<file path="src/hw/rtl/dsv_pkg.sv">
// Package for the date string validator.
// Holds field widths, status and register codes, character constants and
// the date record (parse to check) and the current-date settings struct.
package dsv_pkg;

    localparam int CH_W     = 8;
    localparam int YEAR_W   = 14;
    localparam int MD_W     = 7;
    localparam int POS_W    = 4;
    localparam int STATUS_W = 2;
    localparam int DIGIT_W  = 4;

    localparam int TMONTH_W = 4;
    localparam int TDAY_W   = 5;
    localparam int AGE_W    = 8;
    localparam int CFG_IDX_W  = 2;
    localparam int CFG_DATA_W = 14;

    localparam logic [STATUS_W-1:0] ST_OK     = 2'd0;
    localparam logic [STATUS_W-1:0] ST_LENGTH = 2'd1;
    localparam logic [STATUS_W-1:0] ST_BAD    = 2'd2;

    localparam logic [CFG_IDX_W-1:0] CFG_TODAY_YEAR  = 2'd0;
    localparam logic [CFG_IDX_W-1:0] CFG_TODAY_MONTH = 2'd1;
    localparam logic [CFG_IDX_W-1:0] CFG_TODAY_DAY   = 2'd2;
    localparam logic [CFG_IDX_W-1:0] CFG_AGE_LIMIT   = 2'd3;

    localparam logic [YEAR_W-1:0]   RST_TODAY_YEAR  = 14'd2000;
    localparam logic [TMONTH_W-1:0] RST_TODAY_MONTH = 4'd1;
    localparam logic [TDAY_W-1:0]   RST_TODAY_DAY   = 5'd1;
    localparam logic [AGE_W-1:0]    RST_AGE_LIMIT   = 8'd0;

    localparam logic [CH_W-1:0] CHAR_DOT  = 8'h2E;
    localparam logic [CH_W-1:0] CHAR_ZERO = 8'h30;
    localparam logic [CH_W-1:0] CHAR_NINE = 8'h39;

    localparam logic [POS_W-1:0] POS_YEAR_HI_END = 4'd2;
    localparam logic [POS_W-1:0] POS_DOT_A       = 4'd4;
    localparam logic [POS_W-1:0] POS_DOT_B       = 4'd7;
    localparam logic [POS_W-1:0] POS_DATE_LEN    = 4'd10;
    localparam logic [POS_W-1:0] POS_SAT         = 4'd11;

    localparam logic [MD_W-1:0] MONTHS_PER_YEAR = 7'd12;
    localparam logic [MD_W-1:0] MONTH_FEB       = 7'd2;
    localparam logic [MD_W-1:0] DAYS_31 = 7'd31;
    localparam logic [MD_W-1:0] DAYS_30 = 7'd30;
    localparam logic [MD_W-1:0] DAYS_29 = 7'd29;
    localparam logic [MD_W-1:0] DAYS_28 = 7'd28;

    typedef struct packed {
        logic              len_ok;
        logic              fmt_bad;
        logic              leap;
        logic [YEAR_W-1:0] year;
        logic [MD_W-1:0]   month;
        logic [MD_W-1:0]   day;
    } date_rec_t;

    typedef struct packed {
        logic [YEAR_W-1:0]   year;
        logic [TMONTH_W-1:0] month;
        logic [TDAY_W-1:0]   day;
        logic [AGE_W-1:0]    age_limit;
    } today_cfg_t;

endpackage

</file>
<file path="src/hw/rtl/dsv_parse.sv">
// Character parser: position count, format flag and decimal accumulators.
// Emits one registered date record per string. Depends on dsv_pkg.
module dsv_parse import dsv_pkg::*; (
    input  logic            aclk,
    input  logic            aresetn,
    input  logic            s_valid,
    output logic            s_ready,
    input  logic [CH_W-1:0] s_ch,
    input  logic            s_last,
    output logic            rec_valid,
    output date_rec_t       rec,
    input  logic            rec_take
);

    logic [POS_W-1:0]  pos_reg,     pos_next;
    logic              bad_reg,     bad_next;
    logic [YEAR_W-1:0] year_reg,    year_next;
    logic [MD_W-1:0]   year_hi_reg, year_hi_next;
    logic [MD_W-1:0]   year_lo_reg, year_lo_next;
    logic [MD_W-1:0]   month_reg,   month_next;
    logic [MD_W-1:0]   day_reg,     day_next;
    logic              rec_valid_reg, rec_valid_next;
    date_rec_t         rec_reg,     rec_next;

    logic [POS_W-1:0]  step_pos;
    logic              step_bad;
    logic [YEAR_W-1:0] step_year;
    logic [MD_W-1:0]   step_hi, step_lo, step_month, step_day;
    logic              is_digit;
    logic [DIGIT_W-1:0] dv;
    logic              s_accept;

    function automatic logic [YEAR_W-1:0] times10_add(input logic [YEAR_W-1:0] a,
                                                      input logic [DIGIT_W-1:0] d);
        times10_add = (a << 3) + (a << 1) + {{(YEAR_W-DIGIT_W){1'b0}}, d};
    endfunction

    assign s_ready  = !rec_valid_reg || rec_take;
    assign s_accept = s_valid && s_ready;
    assign is_digit = (s_ch >= CHAR_ZERO) && (s_ch <= CHAR_NINE);

    always_comb begin
        logic [CH_W-1:0] diff;
        diff = s_ch - CHAR_ZERO;
        dv   = is_digit ? diff[DIGIT_W-1:0] : '0;
    end

    always_comb begin
        logic [YEAR_W-1:0] t;
        step_pos   = pos_reg;
        step_bad   = bad_reg;
        step_year  = year_reg;
        step_hi    = year_hi_reg;
        step_lo    = year_lo_reg;
        step_month = month_reg;
        step_day   = day_reg;
        t          = '0;
        if (pos_reg < POS_DATE_LEN) begin
            if (pos_reg == POS_DOT_A || pos_reg == POS_DOT_B) begin
                if (s_ch != CHAR_DOT) begin
                    step_bad = 1'b1;
                end
            end else begin
                if (!is_digit) begin
                    step_bad = 1'b1;
                end
                if (pos_reg < POS_DOT_A) begin
                    step_year = times10_add(year_reg, dv);
                    if (pos_reg < POS_YEAR_HI_END) begin
                        t       = times10_add({{(YEAR_W-MD_W){1'b0}}, year_hi_reg}, dv);
                        step_hi = t[MD_W-1:0];
                    end else begin
                        t       = times10_add({{(YEAR_W-MD_W){1'b0}}, year_lo_reg}, dv);
                        step_lo = t[MD_W-1:0];
                    end
                end else if (pos_reg < POS_DOT_B) begin
                    t          = times10_add({{(YEAR_W-MD_W){1'b0}}, month_reg}, dv);
                    step_month = t[MD_W-1:0];
                end else begin
                    t        = times10_add({{(YEAR_W-MD_W){1'b0}}, day_reg}, dv);
                    step_day = t[MD_W-1:0];
                end
            end
        end
        if (pos_reg < POS_SAT) begin
            step_pos = pos_reg + POS_W'(1);
        end
    end

    always_comb begin
        pos_next       = pos_reg;
        bad_next       = bad_reg;
        year_next      = year_reg;
        year_hi_next   = year_hi_reg;
        year_lo_next   = year_lo_reg;
        month_next     = month_reg;
        day_next       = day_reg;
        rec_valid_next = rec_valid_reg && !rec_take;
        rec_next       = rec_reg;
        if (s_accept) begin
            if (s_last) begin
                pos_next       = '0;
                bad_next       = 1'b0;
                year_next      = '0;
                year_hi_next   = '0;
                year_lo_next   = '0;
                month_next     = '0;
                day_next       = '0;
                rec_valid_next = 1'b1;
                rec_next.len_ok  = (step_pos == POS_DATE_LEN);
                rec_next.fmt_bad = step_bad;
                // lo holds year mod 100, hi holds year / 100
                rec_next.leap    = (step_lo == '0) ? (step_hi[1:0] == 2'd0)
                                                   : (step_lo[1:0] == 2'd0);
                rec_next.year    = step_year;
                rec_next.month   = step_month;
                rec_next.day     = step_day;
            end else begin
                pos_next     = step_pos;
                bad_next     = step_bad;
                year_next    = step_year;
                year_hi_next = step_hi;
                year_lo_next = step_lo;
                month_next   = step_month;
                day_next     = step_day;
            end
        end
    end

    always_ff @(posedge aclk) begin
        if (!aresetn) begin
            pos_reg       <= '0;
            bad_reg       <= 1'b0;
            year_reg      <= '0;
            year_hi_reg   <= '0;
            year_lo_reg   <= '0;
            month_reg     <= '0;
            day_reg       <= '0;
            rec_valid_reg <= 1'b0;
        end else begin
            pos_reg       <= pos_next;
            bad_reg       <= bad_next;
            year_reg      <= year_next;
            year_hi_reg   <= year_hi_next;
            year_lo_reg   <= year_lo_next;
            month_reg     <= month_next;
            day_reg       <= day_next;
            rec_valid_reg <= rec_valid_next;
        end
    end

    always_ff @(posedge aclk) begin
        rec_reg <= rec_next;
    end

    assign rec_valid = rec_valid_reg;
    assign rec       = rec_reg;

    p_pos_bounded: assert property (@(posedge aclk) disable iff (!aresetn)
        pos_reg <= POS_SAT)
        else $error("position count past saturation");

    p_rec_held: assert property (@(posedge aclk) disable iff (!aresetn)
        (rec_valid_reg && !rec_take) |=> (rec_valid_reg && $stable(rec_reg)))
        else $error("pending date record lost");

    p_last_clears: assert property (@(posedge aclk) disable iff (!aresetn)
        (s_accept && s_last) |=> (pos_reg == '0 && !bad_reg && rec_valid_reg))
        else $error("parser state not cleared after last beat");

endmodule

</file>
<file path="src/hw/rtl/dsv_check.sv">
// Date value check and result register: range, calendar and age tests.
// Takes the parser record and the current-date settings. Depends on dsv_pkg.
module dsv_check import dsv_pkg::*; (
    input  logic                aclk,
    input  logic                aresetn,
    input  logic                rec_valid,
    input  date_rec_t           rec,
    output logic                rec_take,
    input  today_cfg_t          today,
    output logic                m_valid,
    input  logic                m_ready,
    output logic [STATUS_W-1:0] m_status,
    output logic                m_older,
    output logic [YEAR_W-1:0]   m_year_out,
    output logic [MD_W-1:0]     m_month_out,
    output logic [MD_W-1:0]     m_day_out
);

    logic                m_valid_reg,  m_valid_next;
    logic [STATUS_W-1:0] m_status_reg, m_status_next;
    logic                m_older_reg,  m_older_next;
    logic [YEAR_W-1:0]   m_year_reg,   m_year_next;
    logic [MD_W-1:0]     m_month_reg,  m_month_next;
    logic [MD_W-1:0]     m_day_reg,    m_day_next;

    logic [MD_W-1:0]   t_month, t_day, month_len;
    logic              values_bad, older;
    logic signed [YEAR_W:0] age_diff, age_lim;

    assign rec_take = !m_valid_reg || m_ready;
    assign t_month  = {{(MD_W-TMONTH_W){1'b0}}, today.month};
    assign t_day    = {{(MD_W-TDAY_W){1'b0}}, today.day};

    always_comb begin
        case (rec.month) inside
            MONTH_FEB:              month_len = rec.leap ? DAYS_29 : DAYS_28;
            7'd4, 7'd6, 7'd9, 7'd11: month_len = DAYS_30;
            default:                month_len = DAYS_31;
        endcase
    end

    always_comb begin
        values_bad = (rec.year == '0) || (rec.year > today.year)
                  || (rec.month == '0) || (rec.month > MONTHS_PER_YEAR)
                  || ((rec.year == today.year) && (rec.month > t_month))
                  || (rec.day == '0)
                  || ((rec.year == today.year) && (rec.month == t_month)
                      && (rec.day > t_day))
                  || (rec.day > month_len);
    end

    assign age_diff = $signed({1'b0, today.year}) - $signed({1'b0, rec.year});
    assign age_lim  = $signed({{(YEAR_W+1-AGE_W){1'b0}}, today.age_limit});

    always_comb begin
        if (age_diff > age_lim) begin
            older = 1'b1;
        end else if (age_diff < age_lim) begin
            older = 1'b0;
        end else if (rec.month != t_month) begin
            older = rec.month < t_month;
        end else begin
            older = rec.day < t_day;
        end
    end

    always_comb begin
        m_valid_next  = m_valid_reg && !m_ready;
        m_status_next = m_status_reg;
        m_older_next  = m_older_reg;
        m_year_next   = m_year_reg;
        m_month_next  = m_month_reg;
        m_day_next    = m_day_reg;
        if (rec_valid && rec_take) begin
            m_valid_next = 1'b1;
            if (!rec.len_ok) begin
                m_status_next = ST_LENGTH;
                m_older_next  = 1'b0;
                m_year_next   = '0;
                m_month_next  = '0;
                m_day_next    = '0;
            end else begin
                m_status_next = (rec.fmt_bad || values_bad) ? ST_BAD : ST_OK;
                m_older_next  = older;
                m_year_next   = rec.year;
                m_month_next  = rec.month;
                m_day_next    = rec.day;
            end
        end
    end

    always_ff @(posedge aclk) begin
        if (!aresetn) begin
            m_valid_reg <= 1'b0;
        end else begin
            m_valid_reg <= m_valid_next;
        end
    end

    always_ff @(posedge aclk) begin
        m_status_reg <= m_status_next;
        m_older_reg  <= m_older_next;
        m_year_reg   <= m_year_next;
        m_month_reg  <= m_month_next;
        m_day_reg    <= m_day_next;
    end

    assign m_valid     = m_valid_reg;
    assign m_status    = m_status_reg;
    assign m_older     = m_older_reg;
    assign m_year_out  = m_year_reg;
    assign m_month_out = m_month_reg;
    assign m_day_out   = m_day_reg;

    p_len_zero: assert property (@(posedge aclk) disable iff (!aresetn)
        (m_valid_reg && m_status_reg == ST_LENGTH)
        |-> (!m_older_reg && m_year_reg == '0 && m_month_reg == '0 && m_day_reg == '0))
        else $error("wrong-length beat carries nonzero fields");

    p_status_code: assert property (@(posedge aclk) disable iff (!aresetn)
        m_valid_reg |-> (m_status_reg == ST_OK || m_status_reg == ST_LENGTH
                         || m_status_reg == ST_BAD))
        else $error("undefined status code");

    p_rec_moves: assert property (@(posedge aclk) disable iff (!aresetn)
        (rec_valid && rec_take) |=> m_valid_reg)
        else $error("record taken but no result beat");

endmodule

</file>
<file path="src/hw/rtl/date_string_validator.sv">
// Date string validator: takes YYYY.MM.DD one character per beat and gives one
// result beat per string (status, older flag, parsed fields), registered in
// the parse stage, then in the check stage. Characters are accepted one per
// clock, set by the single parse stage, while s_ready is high; a result waiting
// on m_ready stalls the input only once the date record behind it is also held.
// Settings are to be written through the cfg port while the block is idle; the
// block does not enforce this. Uses dsv_pkg, dsv_parse and dsv_check.
module date_string_validator import dsv_pkg::*; (
    input  logic                  aclk,
    input  logic                  aresetn,
    input  logic                  cfg_valid,
    output logic                  cfg_ready,
    input  logic [CFG_IDX_W-1:0]  cfg_index,
    input  logic [CFG_DATA_W-1:0] cfg_data,
    input  logic                  s_valid,
    output logic                  s_ready,
    input  logic [CH_W-1:0]       s_ch,
    input  logic                  s_last,
    output logic                  m_valid,
    input  logic                  m_ready,
    output logic [STATUS_W-1:0]   m_status,
    output logic                  m_older,
    output logic [YEAR_W-1:0]     m_year_out,
    output logic [MD_W-1:0]       m_month_out,
    output logic [MD_W-1:0]       m_day_out
);

    today_cfg_t today_reg, today_next;
    logic       rec_valid, rec_take;
    date_rec_t  rec;

    assign cfg_ready = 1'b1;

    always_comb begin
        today_next = today_reg;
        if (cfg_valid && cfg_ready) begin
            unique case (cfg_index)
                CFG_TODAY_YEAR:  today_next.year      = cfg_data[YEAR_W-1:0];
                CFG_TODAY_MONTH: today_next.month     = cfg_data[TMONTH_W-1:0];
                CFG_TODAY_DAY:   today_next.day       = cfg_data[TDAY_W-1:0];
                CFG_AGE_LIMIT:   today_next.age_limit = cfg_data[AGE_W-1:0];
                default:         today_next = today_reg;
            endcase
        end
    end

    always_ff @(posedge aclk) begin
        if (!aresetn) begin
            today_reg.year      <= RST_TODAY_YEAR;
            today_reg.month     <= RST_TODAY_MONTH;
            today_reg.day       <= RST_TODAY_DAY;
            today_reg.age_limit <= RST_AGE_LIMIT;
        end else begin
            today_reg <= today_next;
        end
    end

    dsv_parse u_parse (
        .aclk      (aclk),
        .aresetn   (aresetn),
        .s_valid   (s_valid),
        .s_ready   (s_ready),
        .s_ch      (s_ch),
        .s_last    (s_last),
        .rec_valid (rec_valid),
        .rec       (rec),
        .rec_take  (rec_take)
    );

    dsv_check u_check (
        .aclk        (aclk),
        .aresetn     (aresetn),
        .rec_valid   (rec_valid),
        .rec         (rec),
        .rec_take    (rec_take),
        .today       (today_reg),
        .m_valid     (m_valid),
        .m_ready     (m_ready),
        .m_status    (m_status),
        .m_older     (m_older),
        .m_year_out  (m_year_out),
        .m_month_out (m_month_out),
        .m_day_out   (m_day_out)
    );

endmodule
</file>
<file path="config.mk">
export PLATFORM = sky130hd
export DESIGN_NAME = date_string_validator
export DESIGN_NICKNAME = d
export VERILOG_FILES = /design/src/hw/rtl/dsv_pkg.sv /design/src/hw/rtl/dsv_parse.sv /design/src/hw/rtl/dsv_check.sv /design/src/hw/rtl/date_string_validator.sv
export SDC_FILE = /design/constraint.sdc
export NUM_CORES = 1
export LEC_CHECK = 0
export ABC_AREA = 1
export BUFFER_PORTS_ARGS = -buffer_cell sky130_fd_sc_hd__buf_2
export CAP_MARGIN = 10
export CORE_ASPECT_RATIO = 0.75
export CORE_MARGIN = 2
export CORE_UTILIZATION = 66
export CTS_CLUSTER_DIAMETER = 100
export CTS_CLUSTER_SIZE = 20
export DETAILED_ROUTE_END_ITERATION = 16
export PLACE_DENSITY = 0.88
export SLEW_MARGIN = 20
export SYNTH_ARGS = -nofsm -noshare
export SYNTH_HDL_FRONTEND = slang
export SYNTH_SLANG_ARGS = --single-unit
</file>
<file path="constraint.sdc">
create_clock -name aclk -period 8.8 [get_ports aclk]
set_input_delay 1.32 -clock aclk [delete_from_list [all_inputs] [get_ports aclk]]
set_output_delay 1.32 -clock aclk [all_outputs]
set_load 0.05 [all_outputs]
</file>
-- Word-level counts from Yosys, hierarchy flattened
Index checks and enable logic that the tools add are counted.
- bits in registers: 137
- input bits: 30
- output and inout bits: 34
- word-level logic and storage cells: 147
- add/subtract/negate cells: 13
- magnitude comparators: 16
- eq/ne operators: 15
- muxes and demuxes: 43
- reductions and logical operators: 36
- operators by type and width (operator ; count):
    $mux 7 ; 16
    $mux 14 ; 4
    $add 7x4->7 ; 3
    $add 7x7->7 ; 3
    $logic_not 7->1 ; 3
    $gt 15x9->1 ; 1
    $lt 15x9->1 ; 1
    $mux 3 ; 5
    $sub 14x14->15 ; 1
    $add 14x14->14 ; 1
    $add 14x4->14 ; 1
    $eq 14x14->1 ; 1
    $eq 7x3->1 const B ; 2
    $eq 7x4->1 const B ; 2
    $gt 14x14->1 ; 1
    $logic_not 14->1 ; 1
    $mux 1 ; 14
    $mux 4 ; 3
    $logic_or 1x1->1 ; 11
    $reduce_and 2->1 ; 5
    $eq 4x3->1 const B ; 2
    $ge 8x6->1 const B ; 1
    $le 8x6->1 const B ; 1
    $logic_and 1x1->1 ; 8
    other kinds (24) ; 32

-- Longest topological paths before layout
- depth after elaboration: 10
- gate-level depth with buffers: 21
- mapped depth without buffers: 21

-- By module
From an unflattened synthesis, not the netlist that was laid out.
- cells, all modules: 1198
- area total of the unflattened synthesis: 8823.5 um^2
- by module, submodules not included (module ; instances ; cells an instance ; area an instance (um^2) ; sequential area each (um^2)):
    dsv_parse ; 1 ; 629 ; 4793.3 ; 1791.7
    dsv_check ; 1 ; 381 ; 2753.9 ; 950.9
    date_string_validator ; 1 ; 188 ; 1276.2 ; 620.6

-- Worst setup path before layout
No wires, ideal clock.
- path kind: input port to flip-flop
- from: in s_ch[7]
- to: reg u_parse.rec_reg (netlist bit u_parse.rec[23]) (data pin)
- arrival time: 3.467 ns
- path slack: 5.062 ns
- stages: 14
- path through: nor3_1 > o21ai_2 > inv_2 > nand2_1 > xor2_1 > inv_1 > ha_1 > a31o_2 > ha_1 > a21oi_1 > o21ai_2 > a21oi_1 > xor2_1 > a21boi_0
- word-level cells in the longest chain between the ends: 7
- ends and longest elaborated chain (element ; line ; RTL):
    start, declared ; date_string_validator.sv:17 ; input logic [CH_W-1:0] s_ch,
    $ge 8x6->1 / $le 8x6->1 (equally long branches) ; dsv_parse.sv:40 ; assign is_digit = (s_ch >= CHAR_ZERO) && (s_ch <= CHAR_NINE);
    $logic_and 1x1->1 (*) ; dsv_parse.sv:40 ;
    $mux 4 (*) ; dsv_parse.sv:45 ; dv = is_digit ? diff[DIGIT_W-1:0] : '0;
    $add 14x4->14 (*) ; dsv_parse.sv:35 ; times10_add = (a << 3) + (a << 1) + {{(YEAR_W-DIGIT_W){1'b0}}, d};
    $mux 14 (*) ; dsv_parse.sv:67 ; if (pos_reg < POS_DOT_A) begin
    $mux 14 (*) ; dsv_parse.sv:59 ; if (pos_reg == POS_DOT_A || pos_reg == POS_DOT_B) begin
    $mux 14 (*) ; dsv_parse.sv:58 ; if (pos_reg < POS_DATE_LEN) begin
    via u_parse.step_year[9] ; dsv_parse.sv:27 ; logic [YEAR_W-1:0] step_year;
    end signal, assigned ; dsv_parse.sv:153 ; rec_reg <= rec_next;
    end, declared ; dsv_parse.sv:23 ; date_rec_t rec_reg, rec_next;
Mark *: on every way through the listed nets, which the timed path passes. The rest lies on a longest branch.
A chain may end at the register's enable or synchronous reset.

-- Worst setup path after layout
- from: in s_ch[7]
- to: reg u_parse.rec_reg (netlist bit u_parse.rec[28]) (data pin)
- word-level cells in the longest chain between the ends: 10
- ends and longest elaborated chain (element ; line ; RTL):
    $ge 8x6->1 / $le 8x6->1 (equally long branches) ; dsv_parse.sv:40 ;
    $logic_and 1x1->1 (*) ; dsv_parse.sv:40 ;
    $mux 4 (*) ; dsv_parse.sv:45 ;
    $add 7x4->7 / $add 3x3->3 (equally long branches) ; dsv_parse.sv:35 ;
    $mux 7 / $mux 3 (equally long branches) ; dsv_parse.sv:69 ; if (pos_reg < POS_YEAR_HI_END) begin
    $mux 7 / $mux 3 (equally long branches) ; dsv_parse.sv:67 ;
    $mux 7 / $mux 3 (equally long branches) ; dsv_parse.sv:59 ;
    $mux 7 / $mux 3 (equally long branches) ; dsv_parse.sv:58 ;
    $logic_not 7->1, or another cell as far along ; dsv_parse.sv:113 ; rec_next.leap = (step_lo == '0) ? (step_hi[1:0] == 2'd0)
    $mux 1 (*) ; dsv_parse.sv:113 ;
Every way passes the cells marked *; elsewhere a longest branch is shown, timed or not. The select of a mux whose other input is x is not followed.

==> impl_metrics.json <==
{
  "outcome": "completed",
  "critPathMaxFanout": 6,
  "synth.top_cells.by_area": "edfxtp_1, dfxtp_1, nand2_1, ha_1, inv_1",
  "place_area_um2": 8960,
  "synthCells": 1087,
  "num_io_pins": 64,
  "peakVddDrop_mv": 0.144,
  "routed_wl_mm": 19.7,
  "holdWs_ps": 460,
  "rows": 35,
  "cts_buffers": 17,
  "min_path_cells": 2,
  "layout-drive-gt1-share_pct": 12.5,
  "cp_common_cell": "nand2_1",
  "place_hpwl_mm": 14.1,
  "overflow": 0,
  "drt_iter0_markers": 752,
  "fin_util_pct": 76.7,
  "core_area_um2": 12400,
  "internal_power_mw": 1.13,
  "wl_met1_mm": 8.85,
  "viasPerCell": 5.61,
  "nets": 1268,
  "fmax_ghz": 0.264,
  "drcViolationCount": 0,
  "tns_ps": 0,
  "grt.total_usage_pct": 29.9,
  "worst-path-buf-inv": 3,
  "critPathMaxStageDelay_ps": 470,
  "seqPwrFrac_pct": 44.6,
  "design_area_um2": 9540,
  "synth_seq_cells": 137,
  "ys_types": 51,
  "hold_path.class": "flip-flop to flip-flop",
  "antenna_found_initial": 0,
  "start_util_pct": 68.3,
  "required_ps": 8980,
  "dr_total_vias": 7450,
  "period_needed_ps": 3780,
  "reg2reg_depth": 17,
  "cp_data_arrival_time_ps": 3970,
  "firstDrtPassIters": 6,
  "final-hold-violation-count": 0,
  "syn_area_um2": 8490,
  "skew_ps": 8.39,
  "hp-start": "today_reg[0]",
  "cts_setup_buffers": 0,
  "synthesis.nets": 1206,
  "postCtsHoldBufs": 0,
  "cts-root-buf": "clkbuf_16",
  "areaGrowthSynthToFinish_pct": 12.3,
  "finalCritPeriodShare_pct": 43.0,
  "die_area_um2": 13800,
  "power_frac_comb_pct": 10.2,
  "ant_nets": 0,
  "cap_violations": 0,
  "h-tree-depth": 4,
  "synth_top_area_share_pct": 21.9,
  "p_per_area_nw_per_um2": 163,
  "endpoint_kind": "flip-flop",
  "yosysWarnings": 0,
  "clock_latency_ps": 420,
  "post-place-ws_ps": 4570,
  "setup_viol": 0,
  "highest_layer": "met4",
  "grt_pass1_wl_mm": 32.6,
  "setup_slack_ps": 5020,
  "syn_avg_cell_area_um2": 7.81,
  "crit_family": "simple AND/OR/NAND/NOR gates",
  "clk_path_buf_depth": 2,
  "wl_met2_mm": 8.97,
  "dpl.cell_count": 1296,
  "grt_pass1_vias": 6953,
  "path_clk_slew_ps": 60,
  "worstHoldEndpoint": "today_reg[0]",
  "rsz0062_at_grt": "no",
  "diodes": 0,
  "start_kind": "input port",
  "r2r-end": "u_check.m_older",
  "layout.cells.non_filler": 1328,
  "die_h_um": 102,
  "clkSinkCount": 137,
  "cts_tree": "built",
  "slew_headroom_pct": 27.7,
  "wire_per_inst_um": 14.9,
  "path_class": "input port to flip-flop",
  "power_mw": 1.55,
  "port_buffers": 62,
  "r2r_start": "u_parse.rec[14]",
  "post_cts_resized": 0,
  "synth_top_area_cell": "edfxtp_1",
  "p_sw_mw": 0.423,
  "grt_max_degree": 44,
  "worst_slew_pin_slew_ps": 1080,
  "slowest_stage": "fa_1",
  "ys_seq_area_share_pct": 39.6,
  "die_x_um": 135,
  "ff2ff_setup_slack_ps": 5970,
  "fillers": 865,
  "finalMaxSlewViolations": 0,
  "route.met3.wl_mm": 1.67,
  "p_sw_share_pct": 27.2,
  "cp_cell_sequence": "buf_2, nor3_1, o21ai_2, inv_2, nand2_1, xor2_1, inv_1, ha_1, fa_1, a21oi_1, nor2_1, nor2_1, nand2_1, nand2_1, nand2_1, nand2_1, nand2_1, nor2_1, nor2_1",
  "gp_congestion": 0.961,
  "p_leak_nw": 4.61,
  "clkPwrFrac_pct": 45.2
}
worst min-delay path: stages (launching register included):
cell and delay [ps]:
dfxtp_1 310, inv_1 50, a21oi_1 50
synth_stat cells, drive strengths merged:
cell,n
a21boi,3
a21o,1
a21oi,97
a22oi,3
a2bb2oi,3
a31o,3
a31oi,3
and2,2
buf,8
clkbuf,16
clkinv,1
conb,1
dfxtp,75
edfxtp,62
fa,5
ha,84
inv,157
mux2i,2
nand2,298
nand3,52
nand3b,4
nand4,7
nor2,86
nor3,9
nor3b,1
nor4,4
nor4b,1
o2111ai,1
o211a,1
o211ai,1
o21ai,51
o21bai,6
o31ai,2
o41ai,1
or2,6
xnor2,13
xor2,17
area by class of cell:
type | instances | area, µm² | share of cell area [%]
clock buffers | 17 | 425 | 4.46
well taps | 166 | 208 | 2.18
repair buffers | 67 | 348 | 3.65
flip-flops and latches | 137 | 3360 | 35.3
multi-input cells | 768 | 4440 | 46.5
clock inverters | 15 | 158 | 1.65
inverters | 158 | 598 | 6.27
placed cells by master, fill, tap and decap left out, types with 3 or more instances in the layout:
cell and count:
or2_2 4, inv_2 7, clkinv_4 5, a21oi_1 91, nand2_2 10, o21ai_2 5, dfxtp_1 75, nand3_1 50
inv_8 3, nor4_1 4, a31o_2 3, xor2_1 17, inv_1 150, nor3_1 9, nor2_1 81, clkbuf_16 17
buf_2 62, o21ai_0 45, a22oi_1 3, nand3b_1 4, a21boi_0 3, nor2_2 3, ha_1 84, buf_4 5
inv_6 5, o21bai_1 6, nand4_1 7, a2bb2oi_1 3, fa_1 5, a21oi_2 5, xnor2_1 13, nand2_1 287
edfxtp_1 62
cells by family (layout without fill, tap and decap cells):
kind of cell	after synthesis	in the layout	synth area share, %
AND/OR/NAND/NOR	470	470	23.2
buffers and inverters	182	257	8.32
AO/OA/AOI/OAI	176	176	11.9
flip-flops	137	137	39.6
adder cells (fa/ha/maj)	89	89	13.6
XOR/XNOR	30	30	3.09
multiplexers	2	2	0.236
other	1	1	0.0441
power by group through the flow:
| stage | registers (mW) | clock network (mW) | logic [mW] |
|---|---|---|---|
| after floorplan | 0.717 | 0 | 0.100 |
| after global placement | 0.706 | 0 | 0.149 |
| after detailed placement | 0.707 | 0 | 0.155 |
| after CTS | 0.693 | 0.705 | 0.157 |
| after global routing | 0.695 | 0.740 | 0.177 |
| final | 0.694 | 0.702 | 0.159 |
per-layer routing:
| layer | track usage [%] | vias to the layer above |
|---|---|---|
| li1 | - | 3676 |
| met2 | 49.1 | 344 |
| met3 | 5.75 | 33 |
| met5 | 0 | - |
| met1 | 41.2 | 3397 |
| met4 | 8.25 | 0 |
worst max path at each step:
| stage | start | end | cells past startpoint |
|---|---|---|---|
| 2_1_floorplan | s_ch[7] | u_parse.rec[23] | 14 |
| 3_3_place_gp | s_ch[7] | u_parse.rec[23] | 15 |
| 3_5_place_dp | s_ch[7] | u_parse.rec[28] | 19 |
| 4_1_cts | s_ch[7] | u_parse.rec[28] | 19 |
| 5_1_grt | s_ch[4] | u_parse.rec[28] | 20 |
| 6_report | s_ch[7] | u_parse.rec[28] | 19 |
Note: power is estimated with default switching activity, not from simulation.
